<file path="config.mk">
export PLATFORM = sky130hd
export DESIGN_NAME = pagsu_ram
export DESIGN_NICKNAME = d
export VERILOG_FILES = /design/src/hdl/pagsu_ram.sv
export SDC_FILE = /design/constraint.sdc
export NUM_CORES = 1
export LEC_CHECK = 0
export BUFFER_PORTS_ARGS = -buffer_cell sky130_fd_sc_hd__clkbuf_2
export CAP_MARGIN = 15
export CELL_PAD_IN_SITES_DETAIL_PLACEMENT = 1
export CELL_PAD_IN_SITES_GLOBAL_PLACEMENT = 2
export CORE_UTILIZATION = 45
export DETAILED_ROUTE_END_ITERATION = 16
export HOLD_SLACK_MARGIN = 0.15
export PLACE_DENSITY = 0.82
export SYNTH_ARGS = -nofsm -noshare
export SYNTH_HDL_FRONTEND = slang
export SYNTH_SLANG_ARGS = --single-unit
</file>
<file path="constraint.sdc">
create_clock -name i_clk -period 4.9 [get_ports i_clk]
set_input_delay 0.98 -clock i_clk [delete_from_list [all_inputs] [get_ports i_clk]]
set_output_delay 0.98 -clock i_clk [all_outputs]
set_load 0.005 [all_outputs]
</file>
<file path="src/hdl/pagsu_ram.sv">
// pagsu_ram: generic single-port-write, single-read synchronous ram
// with a registered read; no dependencies
module pagsu_ram #(
    parameter int WIDTH = 8,
    parameter int DEPTH = 64
) (
    input  logic                     i_clk,
    input  logic                     i_we,
    input  logic [$clog2(DEPTH)-1:0] i_waddr,
    input  logic [WIDTH-1:0]         i_wdata,
    input  logic [$clog2(DEPTH)-1:0] i_raddr,
    output logic [WIDTH-1:0]         o_rdata
);
    logic [WIDTH-1:0] r_mem [DEPTH];
    logic [WIDTH-1:0] r_rdata;

    always_ff @(posedge i_clk) begin
        if (i_we) r_mem[i_waddr] <= i_wdata;
        r_rdata <= r_mem[i_raddr];
    end

    assign o_rdata = r_rdata;
endmodule

</file>
### Word-level counts from Yosys, hierarchy flattened

Memories as Yosys holds them, arrays and structs flattened. A register that Yosys moved wholly into a read port is not among the register bits.
Index checks and enable logic that the tools add are counted.

* RAM bits: 512
* output and inout port bits: 8
* word-level logic and storage cells: 3
* flip-flop bits (word level): 0
* input port bits: 22
* memories kept: 1

Memory list
* r_mem: words 64, width 8, rd ports 1, clocked after memory_dff 1, wr ports 1, line 14 `logic [WIDTH-1:0] r_mem [DEPTH];`

* multiplexer cells: 2

Operators with widths (count)
* $mux W1: 2

### Longest topological paths before layout

* depth after elaboration: 2
* depth in mapped cells: 9

### Worst setup path before layout

OpenSTA, ideal clock, no wires.

* path type: input -> register
* start: input port i_raddr[1]
* end: register r_rdata[3] (netlist: o_rdata[3]), read port of r_mem
* arrival: 2.520 ns
* path slack: 2.252 ns
* cell stages on the path: 7
* path through: buf_4 > buf_2 > buf_2 > mux4_2 > mux4_2 > o21ai_1 > o41ai_1

RTL lines
* start, declared: line 11 `input logic [$clog2(DEPTH)-1:0] i_raddr,`
* end, declared: line 15 `logic [WIDTH-1:0] r_rdata;`

==> metrics.md <==
| Metric | Value |
|---|---|
| Status | `completed` |
| R2r setup slk | `around 2.8 ns` |
| Post-CTS resize count | `0` |
| Avg Cell Area, Syn | `approximately 21 um^2` |
| Library cells used by synthesis | `40` |
| Max Slew Vio Count | `0` |
| Initial antenna violation count | `2` |
| Adder-Cell Fraction of Synth Area | `0%` |
| Peak supply drop | `258 uV` |
| Final setup fails | `0` |
| Clock Path Buffers | `3` |
| Mapped Area | `~20000 um^2` |
| Post-synthesis compound-gate area fraction | `2.07%` |
| Clock tree sinks | `between 500 and 600` |
| Crit start category | `input pin` |
| Core Region | `between 40000 and 50000 um^2` |
| Worst path bufs/invs | `2` |
| Hold_buf cts | `0` |
| Final Cell Area | `22400 um^2` |
| Hold WC Path Type | `reg -> reg` |
| Delay-heaviest family, CP | `multiplexers` |
| Synth Area in XOR/XNOR | `0%` |
| Die Area | `45700 um^2` |
| Routed len/inst | `28.8 um` |
| Post-synth top flop | `edfxtp_1` |
| Drt pass-1 iters | `5` |
| Worst Skew | `0.0196 ns` |
| Period minus WS final | `about 2.8 ns` |
| Fin crit share | `57.9%` |
| Overall Global Routing Usage | `21.1%` |
| Cell mode on critical path | `mux4_2` |
| CP startpoint | `i_raddr[0]` |
| Simple-Gate Fraction of Synth Area | `around 3.4%` |
| Final Hold Vio Count | `0` |
| Via count | `around 9600` |
| Number of global-route vias before repair | `between 10000 and 15000` |
| Hold Path Depth | `3` |
| Critical path type | `in -> reg` |
| Vias per cell | `between 5 and 6` |
| Die height | `214 um` |
| Final GP Congestion | `between 0.8 and 0.9` |
| Critical Path, Cell by Cell | `clkbuf_8 -> buf_4 -> mux4_2 -> mux4_2 -> nor2_1 -> o32ai_1` |
| Worst Path Max Fanout | `45` |
| ANT cells | `0` |
| Rows | `77` |
| DRC Markers | `0` |
| Post-CTS Setup Inserts | `0` |
| Leakage power | `~6.9 nW` |
| Clock root cell | `clkbuf_16` |
| Combinational family with the most area after synthesis | `multiplexers` |
| Top-Level Pins | `30` |
| Worst-Skew Late Latency | `0.59 ns` |
| R2R depth | `5` |
| Fin cells | `about 1600` |
| Synthesized Nets | `962` |
| ANT nets after route | `0` |
| Port bufs | `29` |
| Sequential area share after synthesis | `77.0%` |
| Reg2Reg Capture Point | `o_rdata[2]` |
| Final core utilization | `50.7%` |
| Worst slew pin tran | `0.991 ns` |
| DRT iter0 DRCs | `1033` |
| Post-synth top area cell | `edfxtp_1` |
| First-pass GRT wire length | `68.0 mm` |
| Yosys top cell area share | `76.2%` |
| Setup TNS | `0 ns` |
| H-tree levels | `2` |
| Post-synth EDFFs | `512` |
| Clock slew at reported path FFs | `approximately 0.06 ns` |
| Area growth syn-to-layout | `11.2%` |
| Post-synth ARST share | `0%` |
| RSZ-0062 raised after global routing | `no` |
| Initial cell density of the core | `a little under half` |
| CTS Buf Count | `between 50 and 60` |
| CTS tree | `yes` |
| Crit. End Element | `register` |
| Post-DP HPWL | `28.7 mm` |
| Net count, final | `1016` |
| Peak Freq | `0.353 GHz` |
| Largest cells by area after synthesis | `edfxtp_1 (76%), mux4_2 (14%), nor2_1 (1.5%), mux2i_1 (1.1%), dfxtp_1 (0.79%)` |
| Max stage delay cell, worst path | `mux4_2` |
| Worst path max stage delay | `0.57 ns` |
| Gr ovfl total | `0` |
| Worst EP required | `around 5.4 ns` |
| Die Wd | `approximately 210 um` |
| Most frequent cell after synthesis | `edfxtp_1` |
| Crit path capture | `o_rdata[6]` |
| Largest net degree at the start of global routing | `65` |
| Post-synth top cells | `edfxtp_1 (512), mux4_2 (126), nor2_1 (83)` |
| # placed instances | `1533` |
| WP depth | `6` |
| Mapped Cells | `940` |
| Routed wire length | `46.7 mm` |
| Synthesis warning total | `0` |
| Relative slew slack | `33.7%` |
| Placed Area | `20900 um^2` |
| Mux contribution to synthesized area | `15.9%` |
| Layout cell share with drive strength beyond 1 | `between 20% and 30%` |
| Seq cells post-synth | `520` |
| RR Startpoint | `r_mem[15][2]` |
| Number of max-cap violations | `0` |
| Min Hold Slack | `0.868 ns` |
| PwrDens | `399 nW/um^2` |
| Crit path DAT | `3.29 ns` |
## placed cells by master (no fill, tap or decap), types with 2 or more instances in the layout
cell / instances
mux4_2: 126
clkinv_1: 13
a22oi_1: 3
clkbuf_1: 15
o22ai_1: 8
o221a_2: 2
nor4_1: 2
nor2b_1: 14
nor2_1: 83
dfxtp_1: 8
nand3b_1: 3
mux2i_1: 23
edfxtp_1: 512
nand2_1: 19
o32ai_1: 2
nor3_1: 7
mux2_2: 13
a21oi_1: 3
clkinv_2: 6
o221ai_1: 8
buf_4: 23
nand4_1: 2
o2bb2ai_1: 3
o41ai_1: 2
clkbuf_16: 53
a221oi_1: 6
buf_12: 2
o2111ai_1: 3
o21ai_0: 2
nand3_1: 13
nand2b_1: 7
clkbuf_2: 26
o21ai_1: 2
a211oi_1: 4
o21a_1: 2
a2111oi_0: 2
## logic make-up (layout without fill, tap and decap cells)
logic type / count (synthesis) / after routing
AOI/OAI and AO/OA: 54 / 54
buffers and inverters: 51 / 140
DFF: 520 / 520
muxes: 162 / 162
and+or+nand+nor: 153 / 153
## metrics by stage
step	setup slack (ns)	power, W
floorplan	2.25	0.00529
CTS	2.01	0.00901
finish	2.06	0.00894
detailed placement	1.39	0.00549
global placement	1.36	0.00548
global route	1.92	0.00916
## worst reg2reg max path, delay by kind of cell (launching register included)
family          cells  cell delay, ns
flops               1            0.36
mux                 2            1.05
compound gates      1            0.15
simple gates        2            0.43
## flip-flops by register name (all words and copies together), names as in the netlist
register	count
r_mem	512
o_rdata	8
## worst min-delay path by stage
stage,slack (ns),end,startpoint
floorplan,0.72,o_rdata[0],r_mem[34][0]
global placement,0.78,o_rdata[6],r_mem[30][6]
detailed placement,0.84,o_rdata[6],r_mem[26][6]
CTS,0.86,o_rdata[6],r_mem[26][6]
global route,0.89,o_rdata[6],r_mem[27][6]
finish,0.87,o_rdata[6],r_mem[26][6]
## power by group
part,switching [W],internal (W),total (W),leakage [nW]
clock,0.00159,0.00196,0.00355,0.719
sequential,0.0000168,0.00492,0.00494,4.67
combinational,0.000283,0.000168,0.000452,1.52
## per-layer routing
| layer | global-route usage [%] | part of all wire, % |
|---|---|---|
| met2 | 34.2 | 49 |
| met5 | 0 | 0.049 |
| met4 | 6.80 | 2.9 |
| met1 | 29.1 | 42 |
| met3 | 4.07 | 6.1 |
## cell type report
type	count	area (um^2)
Fill cell	3919	21800
Tap cell	592	741
Multi-Input combinational cell	369	4320
Clock buffer	68	1380
Clock inverter	20	87.6
Sequential cell	520	15500
Timing Repair Buffer	52	357
Note: power is estimated with default switching activity, not from simulation.
