[config.mk]
export PLATFORM = sky130hd
export DESIGN_NAME = pagsu_norm
export DESIGN_NICKNAME = d
export VERILOG_FILES = /design/src/hdl/pagsu_pkg.sv /design/src/hdl/pagsu_norm.sv
export SDC_FILE = /design/constraint.sdc
export NUM_CORES = 1
export LEC_CHECK = 0
export BUFFER_PORTS_ARGS = -buffer_cell sky130_fd_sc_hd__buf_2
export CORE_MARGIN = 1.5
export CORE_UTILIZATION = 40
export DETAILED_ROUTE_END_ITERATION = 7
export PLACE_DENSITY_LB_ADDON = 0.1
export SYNTH_ARGS = -nofsm -noshare
export SYNTH_HDL_FRONTEND = slang
export SYNTH_SLANG_ARGS = --single-unit
export TNS_END_PERCENT = 20
[constraint.sdc]
create_clock -name i_clk -period 8.7 [get_ports i_clk]
set_input_delay 0.87 -clock i_clk [delete_from_list [all_inputs] [get_ports i_clk]]
set_output_delay 0.87 -clock i_clk [all_outputs]
set_load 0.01 [all_outputs]
[src/hdl/pagsu_pkg.sv]
// pagsu_pkg: shared types, constants and command codes for the
// profile alignment score unit; no dependencies
package pagsu_pkg;

    localparam int MAX_COLUMNS_DEF = 64;
    localparam int COUNT_BITS_DEF  = 16;
    localparam int FRAC_BITS_DEF   = 12;

    localparam int SCORE_W = 24;
    localparam int CFG_W   = 16;
    localparam int CNT_W   = 16;

    localparam logic [1:0] CMD_LOAD_Q  = 2'd0;
    localparam logic [1:0] CMD_LOAD_S  = 2'd1;
    localparam logic [1:0] CMD_COMPUTE = 2'd2;
    localparam logic [1:0] CMD_CLEAR   = 2'd3;

    localparam logic [0:0] REG_GAP_OPEN   = 1'b0;
    localparam logic [0:0] REG_GAP_EXTEND = 1'b1;

    typedef struct packed {
        logic [1:0]       cmd;
        logic [CNT_W-1:0] count_a;
        logic [CNT_W-1:0] count_c;
        logic [CNT_W-1:0] count_g;
        logic [CNT_W-1:0] count_t;
    } t_in_item;

    typedef struct packed {
        logic signed [SCORE_W-1:0] top_score;
        logic                      reverse_won;
        logic                      overflow_flag;
    } t_out_item;

    // one dp cell: match, insert, deletion, after-gap
    typedef struct packed {
        logic signed [SCORE_W-1:0] f;
        logic signed [SCORE_W-1:0] ins;
        logic signed [SCORE_W-1:0] del;
        logic signed [SCORE_W-1:0] fin;
    } t_cell;

    function automatic logic signed [SCORE_W-1:0] sat24(input logic signed [SCORE_W+1:0] v);
        logic signed [SCORE_W+1:0] hi;
        logic signed [SCORE_W+1:0] lo;
        hi = (SCORE_W+2)'((2**(SCORE_W-1)) - 1);
        lo = -(SCORE_W+2)'(2**(SCORE_W-1));
        if (v > hi) sat24 = hi[SCORE_W-1:0];
        else if (v < lo) sat24 = lo[SCORE_W-1:0];
        else sat24 = v[SCORE_W-1:0];
    endfunction

endpackage

[src/hdl/pagsu_norm.sv]
// pagsu_norm: normalizes four column counts into probabilities with a
// shared restoring divider, one quotient bit per cycle; uses pagsu_pkg
module pagsu_norm #(
    parameter int COUNT_BITS = 16,
    parameter int FRAC_BITS  = 12
) (
    input  logic                   i_clk,
    input  logic                   i_rst_n,
    input  logic                   i_start,
    input  logic [4*pagsu_pkg::CNT_W-1:0] i_counts,
    output logic                   o_done,
    output logic [4*(FRAC_BITS+1)-1:0] o_col
);
    import pagsu_pkg::*;

    localparam int PW   = FRAC_BITS + 1;
    localparam int TW   = COUNT_BITS + 2;
    localparam int NW   = COUNT_BITS + FRAC_BITS + 2;
    localparam int QW   = NW;
    localparam int BCW  = $clog2(QW + 1);

    logic               r_busy, n_busy;
    logic [1:0]         r_lane, n_lane;
    logic [BCW-1:0]     r_bit, n_bit;
    logic [NW-1:0]      r_num, n_num;
    logic [TW:0]        r_rem, n_rem;
    logic [QW-1:0]      r_quo, n_quo;
    logic [TW-1:0]      r_tot;
    logic [4*COUNT_BITS-1:0] r_cnt;
    logic [4*PW-1:0]    r_col, n_col;
    logic               r_done, n_done;
    logic [COUNT_BITS-1:0] w_c [4];
    logic [TW-1:0]      w_tot;
    logic [TW:0]        w_den;
    logic [TW+1:0]      w_trial;

    always_comb begin
        for (int k = 0; k < 4; k++)
            w_c[k] = COUNT_BITS'(i_counts[(3-k)*CNT_W +: CNT_W]);
        w_tot = TW'(w_c[0]) + TW'(w_c[1]) + TW'(w_c[2]) + TW'(w_c[3]);
    end

    assign w_den      = {r_tot, 1'b0};
    // remainder stays below 2*total, so the trial keeps its top bit
    assign w_trial    = {r_rem, r_num[NW-1]};

    always_comb begin
        n_busy = r_busy;
        n_lane = r_lane;
        n_bit  = r_bit;
        n_num  = r_num;
        n_rem  = r_rem;
        n_quo  = r_quo;
        n_col  = r_col;
        n_done = 1'b0;
        if (r_busy) begin
            n_num = r_num << 1;
            if (w_trial >= {1'b0, w_den}) begin
                n_rem = (TW+1)'(w_trial - {1'b0, w_den});
                n_quo = {r_quo[QW-2:0], 1'b1};
            end else begin
                n_rem = w_trial[TW:0];
                n_quo = {r_quo[QW-2:0], 1'b0};
            end
            if (r_bit == BCW'(QW - 1)) begin
                n_col[(3-r_lane)*PW +: PW] = (r_tot == '0) ? '0 : n_quo[PW-1:0];
                n_bit = '0;
                n_rem = '0;
                if (r_lane == 2'd3) begin
                    n_busy = 1'b0;
                    n_done = 1'b1;
                end else begin
                    // numerator = (c << (F+1)) + total
                    n_lane = r_lane + 2'd1;
                    n_num  = (NW'(r_cnt[(2-r_lane)*COUNT_BITS +: COUNT_BITS])
                              << (FRAC_BITS + 1)) + NW'(r_tot);
                end
            end else begin
                n_bit = r_bit + BCW'(1);
            end
        end
    end

    always_ff @(posedge i_clk) begin
        if (!i_rst_n) begin
            r_busy <= 1'b0;
            r_done <= 1'b0;
        end else begin
            r_busy <= i_start ? 1'b1 : n_busy;
            r_done <= n_done;
        end
        if (i_start) begin
            r_lane <= '0;
            r_bit  <= '0;
            r_rem  <= '0;
            r_quo  <= '0;
            r_tot  <= w_tot;
            r_cnt  <= {w_c[0], w_c[1], w_c[2], w_c[3]};
            r_num  <= (NW'(w_c[0]) << (FRAC_BITS + 1)) + NW'(w_tot);
        end else begin
            r_lane <= n_lane;
            r_bit  <= n_bit;
            r_rem  <= n_rem;
            r_quo  <= n_quo;
            r_num  <= n_num;
        end
        r_col <= n_col;
    end

    assign o_done = r_done;
    assign o_col  = r_col;
endmodule

# Word-level counts from Yosys, hierarchy flattened
# Cells that the tools add are included.
dict set report classes {
  n_eq_ne 2
  addsub 11
  magnitude_cmp 1
  shifts 3
  n_reduce_logical 5
  mux 16
  bitwise_logic 1
  mul 1
}
# op n
set op_table {}
lappend op_table {{30-bit two-way mux} 4}
lappend op_table {{64-bit by 33-bit variable part select with 16-bit output} 1}
lappend op_table {{29-bit by 18-bit adder with 30-bit output} 2}
lappend op_table {{52-bit bitwise mux} 1}
lappend op_table {{13-bit by 34-bit variable shift with 52-bit output, first input constant} 1}
lappend op_table {{13-bit by 34-bit variable part select with 52-bit output} 1}
lappend op_table {{19-bit two-way mux} 2}
lappend op_table {{32-bit negation with 34-bit output} 1}
lappend op_table {{13-bit two-way mux} 2}
lappend op_table {{20-bit by 19-bit greater-or-equal comparator with 1-bit output} 1}
lappend op_table {{19-bit subtractor} 1}
lappend op_table {{17-bit by 16-bit adder with 18-bit output} 1}
lappend op_table {{18-bit by 16-bit adder with 18-bit output} 1}
lappend op_table {{18-bit logical NOT} 1}
lappend op_table {{16-bit by 16-bit adder with 17-bit output} 1}
lappend op_table {{3-bit by 5-bit multiplier with 8-bit output, second input constant} 1}
lappend op_table {{1-bit two-way mux} 6}
lappend op_table {{3-bit AND reduction} 2}
lappend op_table {{2-bit by 2-bit subtractor with 3-bit output, first input constant} 2}
lappend op_table {{5-bit by 1-bit adder with 5-bit output, second input constant} 1}
lappend op_table {{5-bit equality test, second input constant} 1}
lappend op_table {{5-bit two-way mux} 1}
lappend op_table {{2-bit by 1-bit adder with 2-bit output, second input constant} 1}
lappend op_table {{2-bit equality test, second input constant} 1}
lappend op_table {{3 further kinds} 3}
dict set report word_totals {
  input_bits 67
  word_cells 50
  reg_bits 204
  out_inout_bits 53
}

# Logic depth before layout (Yosys ltp)
# Gate-level depths: netlist (run 1).
dict set report logic_depth {
  ltp_word 7
  ltp_mapped 24
  depth_no_buf 24
}

# Least setup slack after synthesis (run 1)
# OpenSTA, ideal clock, no wires.
dict set report synth_timing {
  kind {in2reg}
  start {input i_counts[1] (netlist name)}
  end {register r_num[25] (data pin)}
  stages 23
  arrival_time_ns 5.271
  slack_ns 3.162
  setup_ns 0.267
  required_time_ns 8.433
  path_buffers 0
  cell_sequence {inv_1 -> fa_1 -> inv_1 -> fa_1 -> ha_1 -> inv_1 -> fa_1 -> nor2b_1 -> o21a_1 -> o21ai_0 -> a31oi_1 -> a211oi_1 -> xnor2_1 -> ha_1 -> fa_1 -> a21o_1 -> a21oi_1 -> nor2b_1 -> o21ai_0 -> nor3_1 -> xnor2_1 -> a21oi_1 -> o31ai_2}
}
dict set report synth_between {
  elab_chain_len 3
}
# element line
set synth_lines {}
lappend synth_lines {{from (decl)} pagsu_norm.sv:10} ;# input logic [4*pagsu_pkg::CNT_W-1:0] i_counts,
lappend synth_lines {{18-bit by 16-bit adder with 18-bit output} pagsu_norm.sv:40} ;# w_tot = TW'(w_c[0]) + TW'(w_c[1]) + TW'(w_c[2]) + TW'(w_c[3]);
lappend synth_lines {{named net w_tot[13]} pagsu_norm.sv:33} ;# logic [TW-1:0] w_tot;
lappend synth_lines {{29-bit by 18-bit adder with 30-bit output} pagsu_norm.sv:99} ;# r_num <= (NW'(w_c[0]) << (FRAC_BITS + 1)) + NW'(w_tot);
lappend synth_lines {{30-bit two-way mux} pagsu_norm.sv:92} ;# if (i_start) begin
lappend synth_lines {{to (signal assigned)} pagsu_norm.sv:99}
lappend synth_lines {{to (signal assigned)} pagsu_norm.sv:105} ;# r_num <= n_num;
lappend synth_lines {{to (decl)} pagsu_norm.sv:25} ;# logic [NW-1:0] r_num, n_num;
# The timed path passes the listed nets, and every way through them passes these cells.
# A chain may end at the register's enable or synchronous reset.

# Worst setup path in the final report (run 1)
# Same ends and word-level chain as after synthesis.

==> results.sh, run 1 <==
export IMPL_synthesis_nets=1309
export IMPL_fp_coreArea_sq_um=29800
export IMPL_async_reset_ff_frac=0
export IMPL_path_clk_slew_ps=60
export IMPL_p_comb_frac=0.255
export IMPL_grt_pass1_wl_um=46690
export IMPL_crit_family="compound AO/OA/AOI/OAI gates"
export IMPL_path_max_fanout=5
export IMPL_status="finished, final reports clean"
export IMPL_synth_edf_count=164
export IMPL_leakage_nw=5.485
export IMPL_die_w_um=177.6
export IMPL_top_usage_layer="met2"
export IMPL_vias_per_cell=5.186
export IMPL_start_util=0.4093
export IMPL_met3_usage=0.02464
export IMPL_yosysWarnings=0
export IMPL_clk_path_buf_depth=3
export IMPL_drive_above_1_share=0.1697
export IMPL_crit_chain="buf_2 -> inv_1 -> fa_1 -> inv_1 -> fa_1 -> ha_1 -> inv_1 -> fa_1 -> nor2b_1 -> o21a_1 -> o21ai_0 -> a31oi_1 -> a211oi_1 -> xnor2_1 -> ha_1 -> fa_1 -> a21o_1 -> a21oi_1 -> nor2b_1 -> o21ai_0 -> nor3_1 -> xnor2_1 -> a21oi_1 -> o31ai_2"
export IMPL_areaGrowthSynthToFinish_pct=14.25
export IMPL_antenna_found_initial=0
export IMPL_io_buffer_count=119
export IMPL_min_delay_path_class="flop to flop"
export IMPL_hold_viol=0
export IMPL_syn_inst=1155
export IMPL_drt_drc_violations_left=0
export IMPL_tightest_slew_ps=1214
export IMPL_finalWeightedCongestion=0.8699
export IMPL_cts_repair_resized=0
export IMPL_relSlewSlack=0.1877
export IMPL_nFillCells=2833
export IMPL_fin_worst_skew_ps=10.44
export IMPL_cts_root_buffer="clkbuf_16"
export IMPL_p_int_w=0.002141
export IMPL_period_share=0.6849
export IMPL_grt_use_met2=0.3053
export IMPL_ir_worst_vdd_v=0.0001279
export IMPL_syn_area_per_cell_sq_um=10.56
export IMPL_crit_path_start_kind="input pin"
export IMPL_switchingPower_w=0.0009102
export IMPL_grt_util_met1=0.2724
export IMPL_switching_share=0.2983
export IMPL_drtAntennaViolNets=0
export IMPL_p_seq_frac=0.410
export IMPL_drtIter0Drc=503
export IMPL_fmax_mhz=167.8
export IMPL_routed_via_count=8656
export IMPL_worstPathArrival_ps=6200
export IMPL_numCtsBuffers=25
export IMPL_routed_wl_um=29410
export IMPL_hpwlAfterDp_um=21550
export IMPL_die_h_um=177.6
export IMPL_io_pins=120
export IMPL_setup_tns_ps=0
export IMPL_crit_path_end_kind="flop"
export IMPL_firstDrtPassIters=6
export IMPL_crit_slowest_cell="o21ai_0"
export IMPL_n_antenna_cell=0
export IMPL_htreeDepth=1
export IMPL_whs_ps=474.2
export IMPL_clkPwrFrac=0.335
export IMPL_pre_cts_ws_ps=2221
export IMPL_clk_latency_ps=530
export IMPL_regArea_sq_um=5727
export IMPL_nNetsFinal=1415
export IMPL_crit_top_cell="fa_1"
export IMPL_finalSetupViolations=0
export IMPL_ys_seq_area_frac=0.4694
export IMPL_grt_overflow=0
export IMPL_multi_input_area_sq_um=5732
export IMPL_power_density_nw_per_um2=218.9
export IMPL_crit_path_max_incr_delay_ps=610
export IMPL_synthFlopType="edfxtp_1"
export IMPL_rsz0062_at_grt="false"
export IMPL_path_class="input pin to flop"
export IMPL_ctsHoldBuffers=0
export IMPL_cp_required_ps=8940
export IMPL_grt_max_degree=78
export IMPL_synth_ff_latch_count=204
export IMPL_fin_ws_ps=2742
export IMPL_wl_per_cell_um=17.62
export IMPL_yosys_cell_types_count=71
export IMPL_max_cap_viol_count=0
export IMPL_grt_usage=0.1905
export IMPL_syn_area_sq_um=12200
export IMPL_cts_tree="built"
export IMPL_period_minus_slack_ps=5958
export IMPL_cts_sinks=204
export IMPL_cts_setup_buffers=0
export IMPL_rows=63
export IMPL_grt_pass1_vias=8549
export IMPL_critical_path_buf_inv_count=4
export IMPL_slew_viol_final=0
export IMPL_die_area_sq_um=31550
## sequential cells by signal, summed over array words and instances, names as in the netlist
name,cells
r_quo,12
r_busy,1
r_tot,18
o_col,52
o_done,1
r_rem,19
r_num,30
r_lane,2
r_bit,5
r_cnt,64
## per-layer routing
layer / routed length (um) / vias up / share of wire
met5: 0 / - / 0
met4: 640 / 0 / 0.022
met3: 1309 / 45 / 0.045
met2: 13260 / 194 / 0.45
met1: 14200 / 4142 / 0.48
li1: - / 4275 / -
## cells in the mapped netlist (3+ instances only)
master / instances / area, sq um
a31oi_1: 6 / 37.54
xnor2_1: 37 / 324.1
buf_6: 6 / 67.56
nor2_1: 120 / 450.4
clkbuf_1: 27 / 101.4
mux2i_1: 27 / 270.3
nand2_1: 90 / 337.8
nor2b_1: 22 / 137.6
buf_1: 7 / 26.28
a22oi_1: 8 / 60.06
edfxtp_1: 164 / 4925
a21oi_2: 3 / 26.28
o31ai_1: 3 / 22.52
nand3_1: 13 / 65.06
o21ai_0: 44 / 220.2
fa_1: 35 / 700.7
a211oi_1: 12 / 90.09
mux4_2: 17 / 382.9
and3_1: 10 / 62.56
nand2b_1: 10 / 62.56
o21bai_1: 6 / 45.04
xor2_1: 17 / 148.9
inv_1: 128 / 480.5
o22ai_1: 6 / 37.54
and2_1: 4 / 25.02
buf_2: 11 / 55.05
a32oi_1: 9 / 78.83
a21oi_1: 75 / 375.4
a21o_1: 11 / 82.58
nand4_1: 9 / 56.30
o21a_1: 8 / 60.06
mux2_4: 7 / 105.1
nor4_1: 8 / 50.05
or3_1: 4 / 25.02
dfxtp_1: 40 / 800.8
nor3_1: 31 / 155.2
o21ai_1: 22 / 110.1
ha_1: 52 / 650.6
a211o_1: 4 / 35.03
## power by group through the flow
stage / clock (W) / sequential [W] / combinational [W]
after floorplan: 0 / 0.00125 / 0.000582
after global placement: 0 / 0.00127 / 0.000774
after detailed placement: 0 / 0.00127 / 0.000777
after CTS: 0.00105 / 0.00125 / 0.000784
after global routing: 0.00109 / 0.00126 / 0.000885
final: 0.00102 / 0.00125 / 0.000779
## worst paths after layout
| check | to | cells after the start | startpoint | slack [ps] |
|---|---|---|---|---|
| hold / removal | r_rem[15] | 2 | r_rem[15] | 470 |
| hold reg to reg | r_rem[15] | 2 | r_rem[15] | 470 |
| setup / recovery | r_num[25] | 24 | i_counts[1] | 2740 |
| setup reg to reg | r_num[25] | 14 | r_lane[1] | 4410 |
## worst min-delay path, stage by stage, from the launching register on
cell and delay (ps):
dfxtp_1 320, nand2_1 60, o21ai_1 50
## area by class of cell
cell class              instances  area share
clock buffers                  36     0.05316
clock inverters                 9    0.005118
inverters                     129     0.03475
multi-input cells             770      0.4113
flip-flops and latches        204      0.4110
well taps                     390     0.03502
repair buffers                131     0.04965
## stage by stage
step                power [W]  area (sq um)    util  cells
floorplan            0.001827         12200       -   1155
global placement     0.002045         13120  0.4404   1624
detailed placement   0.002049         13120  0.4404   1624
CTS                  0.003083         13930  0.4677   1669
global route         0.003235         13930  0.4677   1669
finish               0.003051         13930  0.4677   1669
## cells in the final DEF, fill, tap and decap left out, types with 9 or more instances in the layout
cell and count:
a211oi_1 12, a21o_1 11, a21oi_1 75, a32oi_1 9, and3_1 10, buf_2 118
buf_4 12, clkbuf_16 28, dfxtp_1 39, edfxtp_1 164, fa_1 35, ha_1 51
inv_1 127, mux2i_1 27, mux4_2 17, nand2_1 90, nand2b_1 10, nand3_1 13
nand4_1 9, nor2_1 120, nor2b_1 22, nor3_1 31, o21ai_0 44, o21ai_1 22
xnor2_1 37, xor2_1 17
## cells by family (layout without fill, tap and decap cells)
logic type / after synthesis / count (layout) / share of synthesized area
AOI/OAI and AO/OA: 233 / 233 / 0.1194
xor gates and xnor gates: 54 / 54 / 0.03878
adders and majority gates: 87 / 87 / 0.1108
buffers and inverters: 181 / 305 / 0.06083
DFF: 204 / 204 / 0.4694
muxes: 53 / 53 / 0.06401
and+or+nand+nor: 343 / 343 / 0.1367
Power figures use the tool's default switching activity.
==> inputs of run 2 (changes only) <==
--- a/config.mk
+++ b/config.mk
@@ -5,6 +5,7 @@
 export SDC_FILE = /design/constraint.sdc
 export NUM_CORES = 1
 export LEC_CHECK = 0
+export ABC_AREA = 1
 export BUFFER_PORTS_ARGS = -buffer_cell sky130_fd_sc_hd__buf_2
 export CORE_MARGIN = 1.5
 export CORE_UTILIZATION = 40
==> constraint.sdc (replaced) <==
create_clock -name i_clk -period 6 [get_ports i_clk]
set_input_delay 0.6 -clock i_clk [delete_from_list [all_inputs] [get_ports i_clk]]
set_output_delay 0.6 -clock i_clk [all_outputs]
set_load 0.01 [all_outputs]
==> run 2 against run 1 <==
  * Sequential power rose by 45%
  * First-iteration DRC count rose by 55%
  * Clock skew rose by 3.9 ps
  * Critical path depth rose by 10
  * Clock-buffer cell count fell by 12
  * Combinational power rose by 42%
  * Design area rose by 3.4%
  * Core utilization fell by 0.85 points
  * Sequential cell count did not move
  * Critical path type unchanged
  * Largest cell class unchanged
==> results.sh, run 2 <==
export IMPL_status="finished, final reports clean"
export IMPL_drt_drc_violations_left=0
export IMPL_die_h_um=181.2
export IMPL_cts_setup_buffers=0
export IMPL_n_antenna_cell=0
export IMPL_final_common_cell="nand2_1"
export IMPL_slew_viol_final=0
export IMPL_crit_path_start_kind="input pin"
export IMPL_grt_max_degree=67
export IMPL_power_density_nw_per_um2=305.6
export IMPL_tightest_slew_ps=1071
export IMPL_grt_pass1_wl_um=55110
export IMPL_largest_register_ffs=64
export IMPL_regArea_sq_um=5727
export IMPL_fmax_mhz=188.7
export IMPL_grt_usage=0.2117
export IMPL_synthFlopType="edfxtp_1"
export IMPL_cts_root_buffer="clkbuf_16"
export IMPL_fp_coreArea_sq_um=31390
export IMPL_ys_seq_area_frac=0.4508
export IMPL_grt_pass1_vias=10140
export IMPL_wl_per_cell_um=17.49
export IMPL_die_area_sq_um=32830
export IMPL_synth_edf_count=164
export IMPL_pre_cts_ws_ps=149.9
export IMPL_worstPathArrival_ps=5590
export IMPL_clk_latency_ps=530
export IMPL_setup_tns_ps=0
export IMPL_firstDrtPassIters=6
export IMPL_crit_slowest_cell="fa_1"
export IMPL_yosys_cell_count_top_type="nand2_1"
export IMPL_async_reset_ff_frac=0
export IMPL_r2r_end="r_num[27]"
export IMPL_drtIter0Drc=781
export IMPL_fin_ws_ps=699.5
export IMPL_clkPwrFrac=0.337
export IMPL_cts_repair_resized=0
export IMPL_leakage_nw=6.127
export IMPL_numCtsBuffers=24
export IMPL_path_clk_slew_ps=60
export IMPL_nNetsFinal=1716
export IMPL_yosys_cell_types_count=49
export IMPL_min_delay_path_class="input pin to flop"
export IMPL_yosysWarnings=0
export IMPL_synth_largest_area_cell="edfxtp_1"
export IMPL_synthesis_nets=1612
export IMPL_syn_inst=1458
export IMPL_ir_worst_vdd_v=0.0002266
export IMPL_start_util=0.4046
export IMPL_crit_top_cell="nand2_1"
export IMPL_r2r_cells=19
export IMPL_routed_via_count=10380
export IMPL_path_class="input pin to flop"
export IMPL_vias_per_cell=5.243
export IMPL_syn_area_sq_um=12700
export IMPL_p_int_w=0.003052
export IMPL_p_seq_frac=0.410
export IMPL_synth_ff_latch_count=204
export IMPL_crit_path_max_incr_delay_ps=600
export IMPL_final_cell_mix="nand2_1, inv_1, edfxtp_1"
export IMPL_switching_share=0.3071
export IMPL_max_cap_viol_count=0
export IMPL_cts_tree="built"
export IMPL_clk_path_buf_depth=3
export IMPL_htreeDepth=1
export IMPL_multi_input_area_sq_um=5949
export IMPL_ctsHoldBuffers=0
export IMPL_switchingPower_w=0.001353
export IMPL_antenna_found_initial=0
export IMPL_rsz0062_at_grt="false"
export IMPL_syn_area_per_cell_sq_um=8.711
export IMPL_io_pins=120
export IMPL_period_minus_slack_ps=5300
export IMPL_crit_path_end_kind="flop"
export IMPL_hpwlAfterDp_um=25510
export IMPL_period_share=0.8834
export IMPL_path_max_fanout=5
export IMPL_p_comb_frac=0.253
export IMPL_crit_end="r_num[28]"
export IMPL_finalSetupViolations=0
export IMPL_rows=65
export IMPL_io_buffer_count=119
export IMPL_r2r_start="r_lane[1]"
export IMPL_r2r_slack_ps=1120
export IMPL_finalWeightedCongestion=0.9215
export IMPL_largest_register="r_cnt"
export IMPL_cp_startpoint="i_counts[1]"
export IMPL_cts_sinks=204
export IMPL_drtAntennaViolNets=0
export IMPL_hold_viol=0
export IMPL_die_w_um=181.2
export IMPL_grt_overflow=0
export IMPL_drive_above_1_share=0.1293
export IMPL_synth_area_leaders="edfxtp_1, nand2_1, dfxtp_1"
export IMPL_routed_wl_um=34630
export IMPL_cp_required_ps=6290
export IMPL_fin_worst_skew_ps=14.31
export IMPL_relSlewSlack=0.2833
export IMPL_yosysTopAreaCellShare=0.3877
export IMPL_nFillCells=3134
export IMPL_areaGrowthSynthToFinish_pct=13.50
export IMPL_synthTopCellsByCount="nand2_1, inv_1, edfxtp_1"
==> run 2: worst min path at each step <==
stage	from	endpoint	slack (ps)	depth (start not counted)
2_1_floorplan	r_quo[11]	r_quo[11]	430	2
3_3_place_gp	r_quo[11]	r_quo[11]	440	2
3_5_place_dp	r_quo[11]	r_quo[11]	450	2
4_1_cts	i_counts[26]	r_cnt[26]	230	1
5_1_grt	i_counts[14]	r_cnt[14]	240	1
6_report	i_counts[26]	r_cnt[26]	260	1
==> run 2: per-stage QoR <==
step | utilization | instances | total power (W) | hold slack, ps | instance area, sq um
2_1_floorplan | - | 1458 | 0.002616 | 428.6 | 12700
3_3_place_gp | 0.4339 | 1938 | 0.002939 | 442.0 | 13620
3_5_place_dp | 0.4339 | 1938 | 0.002947 | 445.4 | 13620
4_1_cts | 0.4592 | 1980 | 0.004452 | 231.9 | 14420
5_1_grt | 0.4592 | 1980 | 0.004672 | 236.7 | 14420
6_report | 0.4592 | 1980 | 0.004405 | 258.2 | 14420
==> run 2: area by class of cell <==
type,count,area share
repair buffers,137,0.05086
clock buffers,24,0.04166
multi-input cells,1006,0.4127
well taps,402,0.03489
inverters,189,0.04921
flip-flops and latches,204,0.3973
clock inverters,18,0.01337
==> run 2: routing by layer <==
layer,vias up,track usage,wire length [um]
met4,0,0.05367,747
met5,-,0,0
li1,5153,-,-
met2,261,0.3618,16590
met1,4925,0.2826,15690
met3,42,0.02903,1606
==> run 2: cell families (layout without fill, tap and decap cells) <==
family,count (synthesis),in the layout,synth area share
flops,204,204,0.4508
xor+xnor,46,46,0.03172
fa+ha+maj,87,87,0.1064
compound gates,260,260,0.1204
buf+inv,248,368,0.08098
simple gates,613,613,0.2097
==> run 2: worst max-delay path: cells and delay by family <==
family	cells	cell delay, ps
and+or+nand+nor	22	2200
adders and majority gates	5	2060
buffers and inverters	4	360
AOI/OAI and AO/OA	2	220
xor gates and xnor gates	1	170
==> run 2: power groups by stage <==
| stage | combinational (W) | sequential, W | clock, W |
|---|---|---|---|
| 2_1_floorplan | 0.000813 | 0.00180 | 0 |
| 3_3_place_gp | 0.00111 | 0.00183 | 0 |
| 3_5_place_dp | 0.00111 | 0.00183 | 0 |
| 4_1_cts | 0.00112 | 0.00180 | 0.00153 |
| 5_1_grt | 0.00127 | 0.00182 | 0.00158 |
| 6_report | 0.00111 | 0.00181 | 0.00148 |
==> inputs of run 3 (changes only) <==
--- a/config.mk
+++ b/config.mk
@@ -7,7 +7,6 @@
 export LEC_CHECK = 0
 export ABC_AREA = 1
 export BUFFER_PORTS_ARGS = -buffer_cell sky130_fd_sc_hd__buf_2
-export CORE_MARGIN = 1.5
 export CORE_UTILIZATION = 40
 export DETAILED_ROUTE_END_ITERATION = 7
 export PLACE_DENSITY_LB_ADDON = 0.1
==> constraint.sdc (replaced) <==
create_clock -name i_clk -period 6.5 [get_ports i_clk]
set_input_delay 0.65 -clock i_clk [delete_from_list [all_inputs] [get_ports i_clk]]
set_output_delay 0.65 -clock i_clk [all_outputs]
set_load 0.01 [all_outputs]
==> run 3 against run 2 <==
  * Routed wire length rose by 1.1%
  * Via count rose by 0.80%
  * Combinational power fell by 7%
  * Core utilization increased by 0.64 points
  * Clock power decreased by 10%
  * Sequential power is 8% lower
  * Die area decreased by 1.1%
  * First-iteration DRC count is 6.1% lower
  * Clock-buffer cell count is 8 higher
  * Hold slack better by 49 ps
  * Critical endpoint unchanged
==> results.sh, run 3 (same netlist as run 2, synthesis figures left out) <==
export IMPL_period_share=0.8142
export IMPL_final_core_util=0.4656
export IMPL_relSlewSlack=0.2764
export IMPL_setup_tns_ps=0
export IMPL_cts_sinks=204
export IMPL_drt_drc_violations_left=0
export IMPL_tightest_slew_ps=1081
export IMPL_io_pins=120
export IMPL_drive_above_1_share=0.1296
export IMPL_die_w_um=180.2
export IMPL_grt_pass1_vias=10210
export IMPL_pre_cts_ws_ps=707.5
export IMPL_crit_path_max_incr_delay_ps=570
export IMPL_final_cell_mix="nand2_1, inv_1, edfxtp_1"
export IMPL_ctsHoldBuffers=0
export IMPL_drtIter0Drc=733
export IMPL_nNetsFinal=1717
export IMPL_max_cap_viol_count=0
export IMPL_grt_usage=0.2170
export IMPL_die_h_um=180.2
export IMPL_fp_coreArea_sq_um=30910
export IMPL_finalWeightedCongestion=0.9128
export IMPL_cts_repair_resized=0
export IMPL_leakage_nw=6.118
export IMPL_clk_path_buf_depth=3
export IMPL_cts_tree="built"
export IMPL_crit_top_cell="nand2_1"
export IMPL_min_delay_path_class="input pin to flop"
export IMPL_multi_input_area_sq_um=5949
export IMPL_whs_ps=307.2
export IMPL_drtAntennaViolNets=0
export IMPL_fmax_mhz=189.0
export IMPL_die_area_sq_um=32470
export IMPL_crit_slowest_cell="fa_1"
export IMPL_routed_via_count=10460
export IMPL_period_minus_slack_ps=5292
export IMPL_worstPathArrival_ps=5580
export IMPL_regArea_sq_um=5727
export IMPL_fin_ws_ps=1208
export IMPL_stdcell_count=1978
export IMPL_r2r_slack_ps=1290
export IMPL_power_density_nw_per_um2=280.3
export IMPL_nFillCells=3073
export IMPL_htreeDepth=1
export IMPL_io_buffer_count=119
export IMPL_clk_latency_ps=530
export IMPL_grt_max_degree=56
export IMPL_numCtsBuffers=25
export IMPL_path_class="input pin to flop"
export IMPL_wl_per_cell_um=17.70
export IMPL_finalSetupViolations=0
export IMPL_fin_worst_skew_ps=17.49
export IMPL_grt_pass1_wl_um=55610
export IMPL_cts_setup_buffers=0
export IMPL_vias_per_cell=5.290
export IMPL_areaGrowthSynthToFinish_pct=13.30
export IMPL_largest_register_ffs=64
export IMPL_cts_root_buffer="clkbuf_16"
export IMPL_final_common_cell="nand2_1"
export IMPL_crit_path_start_kind="input pin"
export IMPL_path_max_fanout=5
export IMPL_slew_viol_final=0
export IMPL_antenna_found_initial=0
export IMPL_status="finished, final reports clean"
export IMPL_crit_path_end_kind="flop"
export IMPL_ir_worst_vdd_v=0.0002237
export IMPL_grt_overflow=0
export IMPL_hold_viol=0
export IMPL_rsz0062_at_grt="false"
export IMPL_hpwlAfterDp_um=25460
export IMPL_n_antenna_cell=0
export IMPL_routed_wl_um=35010
export IMPL_cp_required_ps=6790
export IMPL_start_util=0.4109
export IMPL_path_clk_slew_ps=60
export IMPL_dp_cells=1932
export IMPL_rows=64
export IMPL_largest_register="r_cnt"
export IMPL_firstDrtPassIters=6
-- run 3: cell types whose count changed in the layout (fill, tap and decap cells not counted), sizes merged --
cell    delta
clkbuf     +8
clkinv     -3
bufinv     -2
inv        +1
-- run 3: per-stage QoR --
step                      total power [W]  instance area [sq um]
after floorplan                  0.002415                  12700
after global placement           0.002715                  13610
after detailed placement         0.002723                  13610
after CTS                        0.004072                  14390
after global routing             0.004271                  14390
final                            0.004034                  14390
-- run 3: worst paths after layout --
kind | startpoint | end | cells past startpoint
setup / recovery | i_counts[1] | r_num[28] | 34
hold / removal | i_counts[40] | r_cnt[40] | 1
hold reg to reg | r_quo[11] | r_quo[11] | 2
setup reg to reg | r_lane[1] | r_num[27] | 19
-- run 3: cell type report --
cell class / count / area share
Clock buffer: 32 / 0.04530
Clock inverter: 14 / 0.008608
Tap cell: 396 / 0.03443
Inverter: 189 / 0.04930
Multi-Input combinational cell: 1006 / 0.4134
Timing Repair Buffer: 137 / 0.05095
Sequential cell: 204 / 0.3980
-- run 3: worst max-delay path, delay by kind of cell --
kind / cells / cell delay (ps)
and+or+nand+nor: 22 / 2210
adders and majority gates: 5 / 1990
AOI/OAI and AO/OA: 2 / 220
buffers and inverters: 4 / 300
xor gates and xnor gates: 1 / 170
-- run 3: power by group --
| group | leakage [nW] | total [W] | switching [W] | internal, W |
|---|---|---|---|---|
| Sequential | 1.89 | 0.00166 | 0.0000642 | 0.00160 |
| Clock | 0.377 | 0.00133 | 0.000548 | 0.000786 |
| Combinational | 3.85 | 0.00103 | 0.000645 | 0.000390 |
| Total | 6.12 | 0.00403 | 0.00126 | 0.00278 |
-- run 3: per-layer routing --
metal  vias to the layer above  GRT usage  routed length, um
met4                         0    0.07009               1069
met1                      4937     0.2856              15730
li1                       5160          -                  -
met2                       300     0.3721              16710
met3                        67    0.02486               1502
met5                         -          0                  0
